===== config.mk =====
export PLATFORM = sky130hd
export DESIGN_NAME = integer_text_formatter_flat
export DESIGN_NICKNAME = d
export VERILOG_FILES = /design/src/rtl/core/itf_pkg.sv /design/src/rtl/core/itf_req_if.sv /design/src/rtl/core/itf_rsp_if.sv /design/src/rtl/core/itf_dabble.sv /design/src/rtl/core/integer_text_formatter.sv /design/src/flat_wrapper.sv
export SDC_FILE = /design/constraint.sdc
export NUM_CORES = 1
export LEC_CHECK = 0
export ABC_AREA = 1
export ABC_CLOCK_PERIOD_IN_PS = 3350
export BUFFER_PORTS_ARGS = -buffer_cell sky130_fd_sc_hd__buf_2
export CORE_ASPECT_RATIO = 1.25
export CORE_MARGIN = 2
export CORE_UTILIZATION = 40
export CTS_CLUSTER_SIZE = 20
export DETAILED_ROUTE_END_ITERATION = 8
export MAX_ROUTING_LAYER = met4
export SLEW_MARGIN = 40
export SYNTH_ARGS = -nofsm -noshare
export SYNTH_HDL_FRONTEND = slang
export SYNTH_SLANG_ARGS = --single-unit

===== constraint.sdc =====
create_clock -name clk -period 3.35 [get_ports clk]
set_input_delay 0.67 -clock clk [delete_from_list [all_inputs] [get_ports clk]]
set_output_delay 0.67 -clock clk [all_outputs]
set_load 0.1 [all_outputs]

===== src/rtl/core/itf_pkg.sv =====
// ----------------------------------------------------------------------------
// itf_pkg: shared definitions for the integer text formatter
// Request opcodes, character constants, BCD sizes and the digit glyph lookup.
// ----------------------------------------------------------------------------
package itf_pkg;

	// Request opcodes as they arrive on the request channel.
	typedef enum logic [2:0] {
		OP_LITERAL  = 3'd0,
		OP_SIGNED   = 3'd1,
		OP_UNSIGNED = 3'd2,
		OP_HEX      = 3'd3,
		OP_TAB      = 3'd4
	} opcode_t;

	// Widths of the converted value.
	localparam int unsigned BIN_W       = 32;
	localparam int unsigned DEC_DIGITS  = 10;
	localparam int unsigned HEX_DIGITS  = 8;
	localparam int unsigned BCD_W       = 4 * DEC_DIGITS;
	localparam int unsigned MAX_RESULTS = 11;

	typedef logic [BCD_W-1:0] bcd_t;
	typedef logic [BIN_W-1:0] bin_t;
	typedef logic [7:0]       char_t;

	localparam char_t CH_ZERO  = 8'h30;
	localparam char_t CH_ALPHA = 8'h37;  // 'A' minus ten
	localparam char_t CH_MINUS = 8'h2D;
	localparam char_t CH_X     = 8'h78;
	localparam char_t CH_SPACE = 8'h20;

	// Uppercase glyph for one digit of value 0 to 15.
	function automatic char_t digit_glyph(input logic [3:0] d);
		char_t base;
		base = (d < 4'd10) ? CH_ZERO : CH_ALPHA;
		return base + {4'd0, d};
	endfunction

endpackage


===== src/rtl/core/itf_req_if.sv =====
// ----------------------------------------------------------------------------
// itf_req_if: request channel
// Carries one formatting request per item under a valid/ready handshake.
// ----------------------------------------------------------------------------
interface itf_req_if;
	logic        valid;
	logic        ready;
	logic [2:0]  opcode;
	logic [31:0] number;
	logic [7:0]  literal_char;

	modport source(output valid, output opcode, output number, output literal_char,
		input ready);
	modport sink(input valid, input opcode, input number, input literal_char,
		output ready);
endinterface


===== src/rtl/core/itf_rsp_if.sv =====
// ----------------------------------------------------------------------------
// itf_rsp_if: character channel
// Carries one output character per item, with the last one of a request marked.
// ----------------------------------------------------------------------------
interface itf_rsp_if;
	logic       valid;
	logic       ready;
	logic [7:0] out_char;
	logic       last_char;

	modport source(output valid, output out_char, output last_char, input ready);
	modport sink(input valid, input out_char, input last_char, output ready);
endinterface


===== src/rtl/core/itf_dabble.sv =====
// ----------------------------------------------------------------------------
// itf_dabble: one shift-and-add-3 step of binary to BCD conversion
// Corrects every BCD digit that is five or more, then shifts the BCD and
// binary words left together by one bit.
// ----------------------------------------------------------------------------
module itf_dabble (
	input  itf_pkg::bcd_t bcd,
	input  itf_pkg::bin_t bin,
	output itf_pkg::bcd_t bcd_next,
	output itf_pkg::bin_t bin_next
);

	itf_pkg::bcd_t adj;

	// Add three to each digit that would overflow past nine after the shift.
	always_comb begin
		for (int i = 0; i < itf_pkg::DEC_DIGITS; i++) begin
			adj[4*i +: 4] = (bcd[4*i +: 4] >= 4'd5) ? bcd[4*i +: 4] + 4'd3
				: bcd[4*i +: 4];
		end
	end

	// Shift the top binary bit into the BCD word.
	assign bcd_next = {adj[itf_pkg::BCD_W-2:0], bin[itf_pkg::BIN_W-1]};
	assign bin_next = {bin[itf_pkg::BIN_W-2:0], 1'b0};

endmodule


===== src/rtl/core/integer_text_formatter.sv =====
// ----------------------------------------------------------------------------
// integer_text_formatter: binary to ASCII decimal and hex text
// Turns one request into a run of characters, most significant first.
// ----------------------------------------------------------------------------
// One request is taken at a time; the request channel is ready only while the
// block is idle. A decimal request emits the minus sign first for a negative
// signed value, then runs shift-and-add-3 over every bit through a single BCD
// step unit, then skips leading zero digits (at most 9), then emits up to 10
// digits. A hex request skips the conversion: it emits the 2 prefix characters,
// skips leading zero digits and emits up to 8 digits. A literal emits one
// character and a tab TAB_WIDTH spaces, at most 11. Characters leave through a
// single output register, so a stalled consumer holds the sequencer, and
// opcodes 5 to 7 are consumed without producing any character.
// ----------------------------------------------------------------------------
module integer_text_formatter #(
	parameter int unsigned TAB_WIDTH = 8
) (
	input  logic      clk,
	input  logic      arst_n,
	itf_req_if.sink   req,
	itf_rsp_if.source rsp
);

	localparam int unsigned TabCount = (TAB_WIDTH > itf_pkg::MAX_RESULTS) ?
		itf_pkg::MAX_RESULTS : TAB_WIDTH;

	typedef enum logic [8:0] {
		ST_IDLE    = 9'b000000001,
		ST_LIT     = 9'b000000010,
		ST_SIGN    = 9'b000000100,
		ST_CONV    = 9'b000001000,
		ST_PREFIX0 = 9'b000010000,
		ST_PREFIXX = 9'b000100000,
		ST_SKIP    = 9'b001000000,
		ST_DIGIT   = 9'b010000000,
		ST_TAB     = 9'b100000000
	} state_t;

	state_t        state_q;
	itf_pkg::bcd_t bcd_q;
	itf_pkg::bin_t bin_q;
	itf_pkg::bcd_t bcd_next;
	itf_pkg::bin_t bin_next;
	logic [4:0]    conv_cnt_q;
	logic [3:0]    idx_q;
	logic [3:0]    tab_cnt_q;
	itf_pkg::char_t lit_q;
	logic [3:0]    cur_digit;

	logic           ovalid_q;
	itf_pkg::char_t ochar_q;
	logic           olast_q;
	logic           can_push;
	logic           push;
	itf_pkg::char_t push_char;
	logic           push_last;
	logic           accept;

	// Shared BCD step unit.
	itf_dabble u_dabble (
		.bcd     (bcd_q),
		.bin     (bin_q),
		.bcd_next(bcd_next),
		.bin_next(bin_next)
	);

	assign req.ready = (state_q == ST_IDLE);
	assign accept    = req.valid && req.ready;
	assign can_push  = !ovalid_q || rsp.ready;
	assign cur_digit = bcd_q[{idx_q, 2'b00} +: 4];

	// Character offered by the current state.
	always_comb begin
		push      = 1'b0;
		push_char = itf_pkg::CH_SPACE;
		push_last = 1'b0;
		case (state_q)
			ST_LIT: begin
				push      = can_push;
				push_char = lit_q;
				push_last = 1'b1;
			end
			ST_SIGN: begin
				push      = can_push;
				push_char = itf_pkg::CH_MINUS;
			end
			ST_PREFIX0: begin
				push      = can_push;
				push_char = itf_pkg::CH_ZERO;
			end
			ST_PREFIXX: begin
				push      = can_push;
				push_char = itf_pkg::CH_X;
			end
			ST_DIGIT: begin
				push      = can_push;
				push_char = itf_pkg::digit_glyph(cur_digit);
				push_last = (idx_q == 4'd0);
			end
			ST_TAB: begin
				push      = can_push;
				push_char = itf_pkg::CH_SPACE;
				push_last = (tab_cnt_q == 4'd1);
			end
			default: begin
				push = 1'b0;
			end
		endcase
	end

	// Sequencer.
	always_ff @(posedge clk or negedge arst_n) begin
		if (!arst_n) begin
			state_q    <= ST_IDLE;
			conv_cnt_q <= '0;
			idx_q      <= '0;
			tab_cnt_q  <= '0;
		end else begin
			case (state_q)
				ST_IDLE: begin
					if (accept) begin
						case (req.opcode)
							itf_pkg::OP_LITERAL: begin
								state_q <= ST_LIT;
							end
							itf_pkg::OP_SIGNED: begin
								state_q    <= req.number[itf_pkg::BIN_W-1] ? ST_SIGN
									: ST_CONV;
								conv_cnt_q <= '0;
							end
							itf_pkg::OP_UNSIGNED: begin
								state_q    <= ST_CONV;
								conv_cnt_q <= '0;
							end
							itf_pkg::OP_HEX: begin
								state_q <= ST_PREFIX0;
								idx_q   <= 4'(itf_pkg::HEX_DIGITS - 1);
							end
							itf_pkg::OP_TAB: begin
								state_q   <= (TabCount == 0) ? ST_IDLE : ST_TAB;
								tab_cnt_q <= 4'(TabCount);
							end
							default: begin
								state_q <= ST_IDLE;
							end
						endcase
					end
				end
				ST_LIT: begin
					if (push) state_q <= ST_IDLE;
				end
				ST_SIGN: begin
					if (push) state_q <= ST_CONV;
				end
				ST_CONV: begin
					conv_cnt_q <= conv_cnt_q + 5'd1;
					if (conv_cnt_q == 5'(itf_pkg::BIN_W - 1)) begin
						state_q <= ST_SKIP;
						idx_q   <= 4'(itf_pkg::DEC_DIGITS - 1);
					end
				end
				ST_PREFIX0: begin
					if (push) state_q <= ST_PREFIXX;
				end
				ST_PREFIXX: begin
					if (push) state_q <= ST_SKIP;
				end
				ST_SKIP: begin
					if (idx_q != 4'd0 && cur_digit == 4'd0) begin
						idx_q <= idx_q - 4'd1;
					end else begin
						state_q <= ST_DIGIT;
					end
				end
				ST_DIGIT: begin
					if (push) begin
						if (idx_q == 4'd0) state_q <= ST_IDLE;
						else idx_q <= idx_q - 4'd1;
					end
				end
				ST_TAB: begin
					if (push) begin
						tab_cnt_q <= tab_cnt_q - 4'd1;
						if (tab_cnt_q == 4'd1) state_q <= ST_IDLE;
					end
				end
				default: begin
					state_q <= ST_IDLE;
				end
			endcase
		end
	end

	// Value registers: load on accept, step the BCD unit while converting.
	always_ff @(posedge clk) begin
		if (accept) begin
			lit_q <= req.literal_char;
			if (req.opcode == itf_pkg::OP_HEX) begin
				bcd_q <= {{(itf_pkg::BCD_W - itf_pkg::BIN_W){1'b0}}, req.number};
			end else begin
				bcd_q <= '0;
			end
			if (req.opcode == itf_pkg::OP_SIGNED && req.number[itf_pkg::BIN_W-1]) begin
				bin_q <= ~req.number + 32'd1;
			end else begin
				bin_q <= req.number;
			end
		end else if (state_q == ST_CONV) begin
			bcd_q <= bcd_next;
			bin_q <= bin_next;
		end
	end

	// Output register.
	always_ff @(posedge clk or negedge arst_n) begin
		if (!arst_n) begin
			ovalid_q <= 1'b0;
		end else if (push) begin
			ovalid_q <= 1'b1;
		end else if (rsp.ready) begin
			ovalid_q <= 1'b0;
		end
	end

	always_ff @(posedge clk) begin
		if (push) begin
			ochar_q <= push_char;
			olast_q <= push_last;
		end
	end

	assign rsp.valid     = ovalid_q;
	assign rsp.out_char  = ochar_q;
	assign rsp.last_char = olast_q;

endmodule


===== src/flat_wrapper.sv =====
// flat-port wrapper written by rule: the top's interface ports become plain ports
module integer_text_formatter_flat 
#(
	parameter int unsigned TAB_WIDTH = 8
)
  (clk, arst_n, req_valid, req_opcode, req_number, req_literal_char, req_ready, rsp_valid, rsp_out_char, rsp_last_char, rsp_ready);
  itf_req_if req_i ();
  itf_rsp_if rsp_i ();
  input  logic clk;
  input  logic arst_n;
  input wire logic [$bits(req_i.valid)-1:0] req_valid;
  input wire logic [$bits(req_i.opcode)-1:0] req_opcode;
  input wire logic [$bits(req_i.number)-1:0] req_number;
  input wire logic [$bits(req_i.literal_char)-1:0] req_literal_char;
  output wire logic [$bits(req_i.ready)-1:0] req_ready;
  output wire logic [$bits(rsp_i.valid)-1:0] rsp_valid;
  output wire logic [$bits(rsp_i.out_char)-1:0] rsp_out_char;
  output wire logic [$bits(rsp_i.last_char)-1:0] rsp_last_char;
  input wire logic [$bits(rsp_i.ready)-1:0] rsp_ready;
  assign req_i.valid = req_valid;
  assign req_i.opcode = req_opcode;
  assign req_i.number = req_number;
  assign req_i.literal_char = req_literal_char;
  assign req_ready = req_i.ready;
  assign rsp_valid = rsp_i.valid;
  assign rsp_out_char = rsp_i.out_char;
  assign rsp_last_char = rsp_i.last_char;
  assign rsp_i.ready = rsp_ready;
  integer_text_formatter #(.TAB_WIDTH(TAB_WIDTH)) u_core (.clk(clk), .arst_n(arst_n), .req(req_i), .rsp(rsp_i));
endmodule

**Word-level counts from Yosys, hierarchy flattened**

Index checks and enable logic that the tools add are counted.

- $add $sub $neg: 15
- $lt $le $gt $ge: 11
- Eq/ne operators: 31
- Shift operators: 1
- Muxes and demuxes: 50
- Bitwise logic cells: 1
- Reductions and logical operators: 20

Operators by type and width:

| operator | count |
|---|---|
| 32-bit two-way mux | 4 |
| 9-bit two-way mux | 11 |
| 9-bit one-hot mux with 9 select lines | 1 |
| 40-bit two-way mux | 2 |
| 4-bit two-way mux | 19 |
| 9-bit one-hot mux with 5 select lines | 1 |
| 4-bit by 3-bit greater-or-equal comparator with 1-bit output (second input constant) | 10 |
| 8-bit one-hot mux with 5 select lines | 1 |
| 40-bit by 7-bit indexed part select with 4-bit output | 1 |
| 4-bit by 2-bit adder with 4-bit output (second input constant) | 9 |
| 32-bit by 1-bit adder with 32-bit output (second input constant) | 1 |
| 32-bit inverter | 1 |
| 2-bit by 1-bit != test with 1-bit output (second input constant) | 10 |
| 4-bit one-hot mux with 4 select lines | 1 |
| 2-bit != test (second input constant) | 6 |
| 11-bit AND reduction | 1 |
| 5-bit two-way mux | 2 |
| 5-bit one-hot mux with 2 select lines | 1 |
| 9-bit by 1-bit == test with 1-bit output (second input constant) | 1 |
| 9-bit by 2-bit == test with 1-bit output (second input constant) | 1 |
| 9-bit by 3-bit == test with 1-bit output (second input constant) | 1 |
| 9-bit by 4-bit == test with 1-bit output (second input constant) | 1 |
| 9-bit by 5-bit == test with 1-bit output (second input constant) | 1 |
| 9-bit by 6-bit == test with 1-bit output (second input constant) | 1 |
| 29 further kinds | 41 |

- Register bits: 112
- Input port bits: 47
- Output and inout bits: 11
- Logic and storage cells: 139

**Depth between registers and ports, before layout**

- Depth after elaboration: 5
- Gate-level depth with buffers: 16

**Hierarchy**

From an unflattened synthesis, not the netlist that was laid out.

- Cell total of the unflattened synthesis: 1091
- Area total of the unflattened synthesis: 8316.7 sq um

Modules (own cells, without submodules):

| module | times used | cells an instance | area an instance (sq um) | seq. area each (sq um) |
|---|---|---|---|---|
| integer_text_formatter | 1 | 843 | 6885.4 | 3249.4 |
| itf_dabble | 1 | 248 | 1431.4 | 0.0 |

**Least setup slack after synthesis**

Ideal clock, no wire load.

- Path kind: register -> register
- Start point: register u_core.state_q[3]
- End point: register u_core.conv_cnt_q[1]
- Setup time: 121 ps
- Data arrival time: 3291 ps
- Required time: 3229 ps
- Setup slack: -62 ps
- Cell stages (with the launch flop): 10
- Path buffers: 0
- Path through: dfrtp_1 -> nor2_4 -> nand2_2 -> nor2_4 -> nand2_8 -> nor2_8 -> inv_2 -> nand2_1 -> o31ai_1 -> a22o_1

- Longest elaborated chain between the ends: 4
- Elaborated cells between the ends (all ways): 8
- Classes of those cells: eq/ne (4); mux (1); reduce/logical (3)

RTL lines:

| element | RTL line | text |
|---|---|---|
| from (decl) | integer_text_formatter.sv:39 | `state_t state_q;` |
| from (signal assigned) | integer_text_formatter.sv:127 | `state_q <= req.number[itf_pkg::BIN_W-1] ? ST_SIGN` |
| from (signal assigned) | integer_text_formatter.sv:140 | `state_q <= (TabCount == 0) ? ST_IDLE : ST_TAB;` |
| 9-bit by 1-bit == test with 1-bit output | integer_text_formatter.sv:67 | `assign req.ready = (state_q == ST_IDLE);` |
| 1-bit logical AND | integer_text_formatter.sv:68 | `assign accept = req.valid && req.ready;` |
| via u_core.accept | integer_text_formatter.sv:57 | `logic accept;` |
| 2-bit != test (no line) | n/a |  |
| 3-bit AND reduction (no line) | n/a |  |
| to (signal assigned) | integer_text_formatter.sv:156 | `conv_cnt_q <= conv_cnt_q + 5'd1;` |
| to (decl) | integer_text_formatter.sv:44 | `logic [4:0] conv_cnt_q;` |

The timed path passes the listed nets, and every way through them passes these cells.
A chain may end at the register's enable or synchronous reset.

**Worst setup path in the final report**

- Start point: register u_core.idx_q[0]
- End point: register u_core.ochar_q[1] (netlist: u_core.rsp.out_char[1]), data pin

- Longest elaborated chain between the ends: 5

RTL lines:

| element | RTL line | text |
|---|---|---|
| from (decl) | integer_text_formatter.sv:45 | `logic [3:0] idx_q;` |
| from (signal assigned) | integer_text_formatter.sv:137 | `idx_q <= 4'(itf_pkg::HEX_DIGITS - 1);` |
| from (signal assigned) | integer_text_formatter.sv:159 | `idx_q <= 4'(itf_pkg::DEC_DIGITS - 1);` |
| from (signal assigned) | integer_text_formatter.sv:170 | `idx_q <= idx_q - 4'd1;` |
| 40-bit by 7-bit indexed part select with 4-bit output (*) | integer_text_formatter.sv:70 | `assign cur_digit = bcd_q[{idx_q, 2'b00} +: 4];` |
| 4-bit less-than comparator | itf_pkg.sv:36 | `base = (d < 4'd10) ? CH_ZERO : CH_ALPHA;` |
| 3-bit two-way mux | itf_pkg.sv:36 |  |
| 8-bit by 4-bit adder with 8-bit output (*) | itf_pkg.sv:37 | `return base + {4'd0, d};` |
| 8-bit one-hot mux with 5 select lines (*) | integer_text_formatter.sv:77 | `case (state_q)` |
| via u_core.push_char[1] | integer_text_formatter.sv:55 | `itf_pkg::char_t push_char;` |
| to (signal assigned) | integer_text_formatter.sv:227 | `ochar_q <= push_char;` |
| to (decl) | integer_text_formatter.sv:51 | `itf_pkg::char_t ochar_q;` |

Mark *: on every way through the listed nets, which the timed path passes. The rest lies on a longest branch.

==> results.tsv <==
metric	value	unit
worstMarginPinSlew	0.5707	ns
root_buffer	clkbuf_16	
synth_area_leaders	edfxtp_1, nand2_1, dfrtp_1, inv_1, ha_1	
relSlewSlack	61.95	%
ant_nets	0	
rr_startpoint	u_core.idx_q[0]$_DFFE_PN0P_	
cp.arrival	2.99	ns
vias	6239	
place_area	8198	um^2
cp-start-kind	flop	
cp_max_fo	17	
hold_viol	0	
overflow	0	
diodes	0	
cts_setup_buffers	0	
syn_avg_cell_area	8.415	um^2
crit_type	flop to flop	
yosys_warnings	0	
core	18710	um^2
cts_made_buffers	9	
pre_cts_ws	0.4597	ns
drv_slew	0	
yosysTopAreaCellShare	35.02	%
synth_top_flop_cell	edfxtp_1	
die_h	158.4	um
setup_ws	0.4868	ns
holdCritPathClass	primary input to asynchronous set/reset pin	
synth_seq_area_share	42.57	%
fin_setup_tns	0	ns
finalPower	8.942	mW
regToRegSetupSlack	0.49	ns
post-route-period-util	85.47	%
yosysMostFrequentCell	nand2_1	
crit_path_cell_trace	buf_4, nand2_1, nand3_1, nand2_1, nand2_1, nand3_1, nand2_1, nor2_4, nor2_2, ha_1, fa_1, a22o_1	
dp_hpwl	14140	um
first_global_vias	6098	
fillers	1834	
avgViaCountPerCell	5.191	
max_stage_delay	0.66	ns
yosysUniqueCellTypes	55	
cts_tree	built	
grt_use_total	19.41	%
final.min_clock_period	2.863	ns
grt_max_degree	73	
p_leak	3.841	nW
ff2ff_path_depth	12	
grt_setup_unrepaired	no	
synth_area_leader_cell	edfxtp_1	
first_pass_iters	5	
holdBufCountCts	0	
die_w	127.6	um
async_flop_share	20.54	%
regArea	3249	um^2
insertion_delay	0.36	ns
synth-seq-cells	112	
drt_wl_total	18570	um
wl_per_cell	15.45	um
status	complete, no violations	
final_area	8476	um^2
synthCells	907	
synth.cell_area	7632	um^2
powerDensity	1055	nW/um^2
routabilityCongestion	0.8905	
num_rows	56	
cts_num_sinks	112	
peakVddDrop	533.8	uV
fin_skew	0.01185	ns
syn-num-nets	983	
fin_nets	1041	
initial_core_util	40.80	%
setup_viol	0	
multi_input_area	3729	um^2
path_common_cell	nand2_1	
clk_path_buf_depth	2	
synth_edf_count	89	
drt_iter0_markers	428	
antenna_found_initial	0	
fmax	349.3	MHz
drive_above_1_share	16.19	%
drv_cap	0	
synth_common_cells	nand2_1, inv_1, edfxtp_1	
post_cts_resize_count	0	
clk_pin_slew	0.08	ns
io_buffers	57	
cp_slowest_cell	dfrtp_1	
io_pins	58	
grt_pass1_wl	30080	um
fin_util	45.31	%
area.growth.synth_to_final	11.05	%
drc	0	
fp.dieArea	20210	um^2
r2r-end	u_core.rsp.out_char[1]$_DFFE_PP_	
cts_max_level	3	
cp_data_required_time	3.47	ns
critPathCaptureType	flop	
## stage by stage
step / hold WS (ns) / cells
after global placement: 0.4682 / 1186
after global routing: 0.3394 / 1202
after floorplan: 0.3744 / 907
after detailed placement: 0.4786 / 1186
after CTS: 0.3207 / 1202
final: 0.2976 / 1202
## state kept, by name (all words and copies together), names as in the netlist, 4 cells and up
name	flops
u_core.bcd_q	40
u_core.bin_q	32
u_core.state_q	9
u_core.lit_q	8
u_core.rsp.out_char	8
u_core.conv_cnt_q	5
u_core.idx_q	4
u_core.tab_cnt_q	4
## cell type report
class                   instances  share of cell area [%]
multi-input cells             634                   43.99
clock inverters                 6                  0.5757
inverters                     140                   6.333
repair buffers                 68                   4.635
clock buffers                  10                   2.702
flip-flops and latches        112                   38.34
well taps                     232                   3.425
## power by group
group | internal [mW] | leakage, nW | switching (mW)
registers | 2.60 | 1.14 | 0.426
logic | 1.59 | 2.58 | 3.28
clock network | 0.514 | 0.126 | 0.536
## worst max path at each step
stage / end / slack [ns] / startpoint
5_1_grt: u_core.rsp.out_char[6]$_DFFE_PP_ / 0.21 / u_core.idx_q[0]$_DFFE_PN0P_
3_5_place_dp: u_core.rsp.out_char[1]$_DFFE_PP_ / 0.46 / u_core.idx_q[0]$_DFFE_PN0P_
2_1_floorplan: u_core.conv_cnt_q[1]$_DFFE_PN0P_ / 0.70 / u_core.state_q[3]$_DFFE_PN0P_
6_report: u_core.rsp.out_char[1]$_DFFE_PP_ / 0.49 / u_core.idx_q[0]$_DFFE_PN0P_
4_1_cts: u_core.rsp.out_char[1]$_DFFE_PP_ / 0.45 / u_core.idx_q[0]$_DFFE_PN0P_
3_3_place_gp: u_core.rsp.out_char[1]$_DFFE_PP_ / 0.50 / u_core.idx_q[0]$_DFFE_PN0P_
## cell families after synthesis
kind of cell	after synthesis	share of synthesized area, %
and+or+nand+nor	383	24.64
AOI/OAI and AO/OA	181	14.54
buffers and inverters	161	8.672
DFF	112	42.57
xor gates and xnor gates	40	4.590
adders and majority gates	29	4.853
muxes	1	0.1312
## cells in the final DEF (no fill, tap or decap), types with 11 or more instances in the layout
| cell type | instances |
|---|---|
| nand2_1 | 184 |
| inv_1 | 125 |
| edfxtp_1 | 89 |
| nand3_1 | 62 |
| buf_2 | 57 |
| nor2_1 | 56 |
| o21ai_0 | 53 |
| a21oi_1 | 50 |
| xor2_1 | 34 |
| ha_1 | 28 |
| dfrtp_1 | 22 |
| nand2_2 | 17 |
| o21ai_1 | 15 |
| o31ai_1 | 14 |
| nor3_1 | 13 |
| nor2_4 | 12 |
| nand4_1 | 11 |
## per-layer routing
| metal | part of all wire (%) | wire length [um] | global-route usage (%) | up-vias |
|---|---|---|---|---|
| met4 | 2.4 | 438 | 6.750 | 0 |
| met1 | 44 | 8172 | 23.31 | 2917 |
| met3 | 2.8 | 521 | 2.419 | 29 |
| met2 | 51 | 9438 | 33.82 | 102 |
| met5 | 0 | 0 | - | - |
| li1 | - | - | - | 3191 |
## critical path: cells and delay by family, from the launching register on
kind | cells | cell delay (ns)
flip-flops | 1 | 0.66
adder cells (fa/ha/maj) | 2 | 0.64
buffers and inverters | 1 | 0.27
AND/OR/NAND/NOR | 8 | 0.82
AO/OA/AOI/OAI | 1 | 0.23
(Power assumes the default switching activity.)
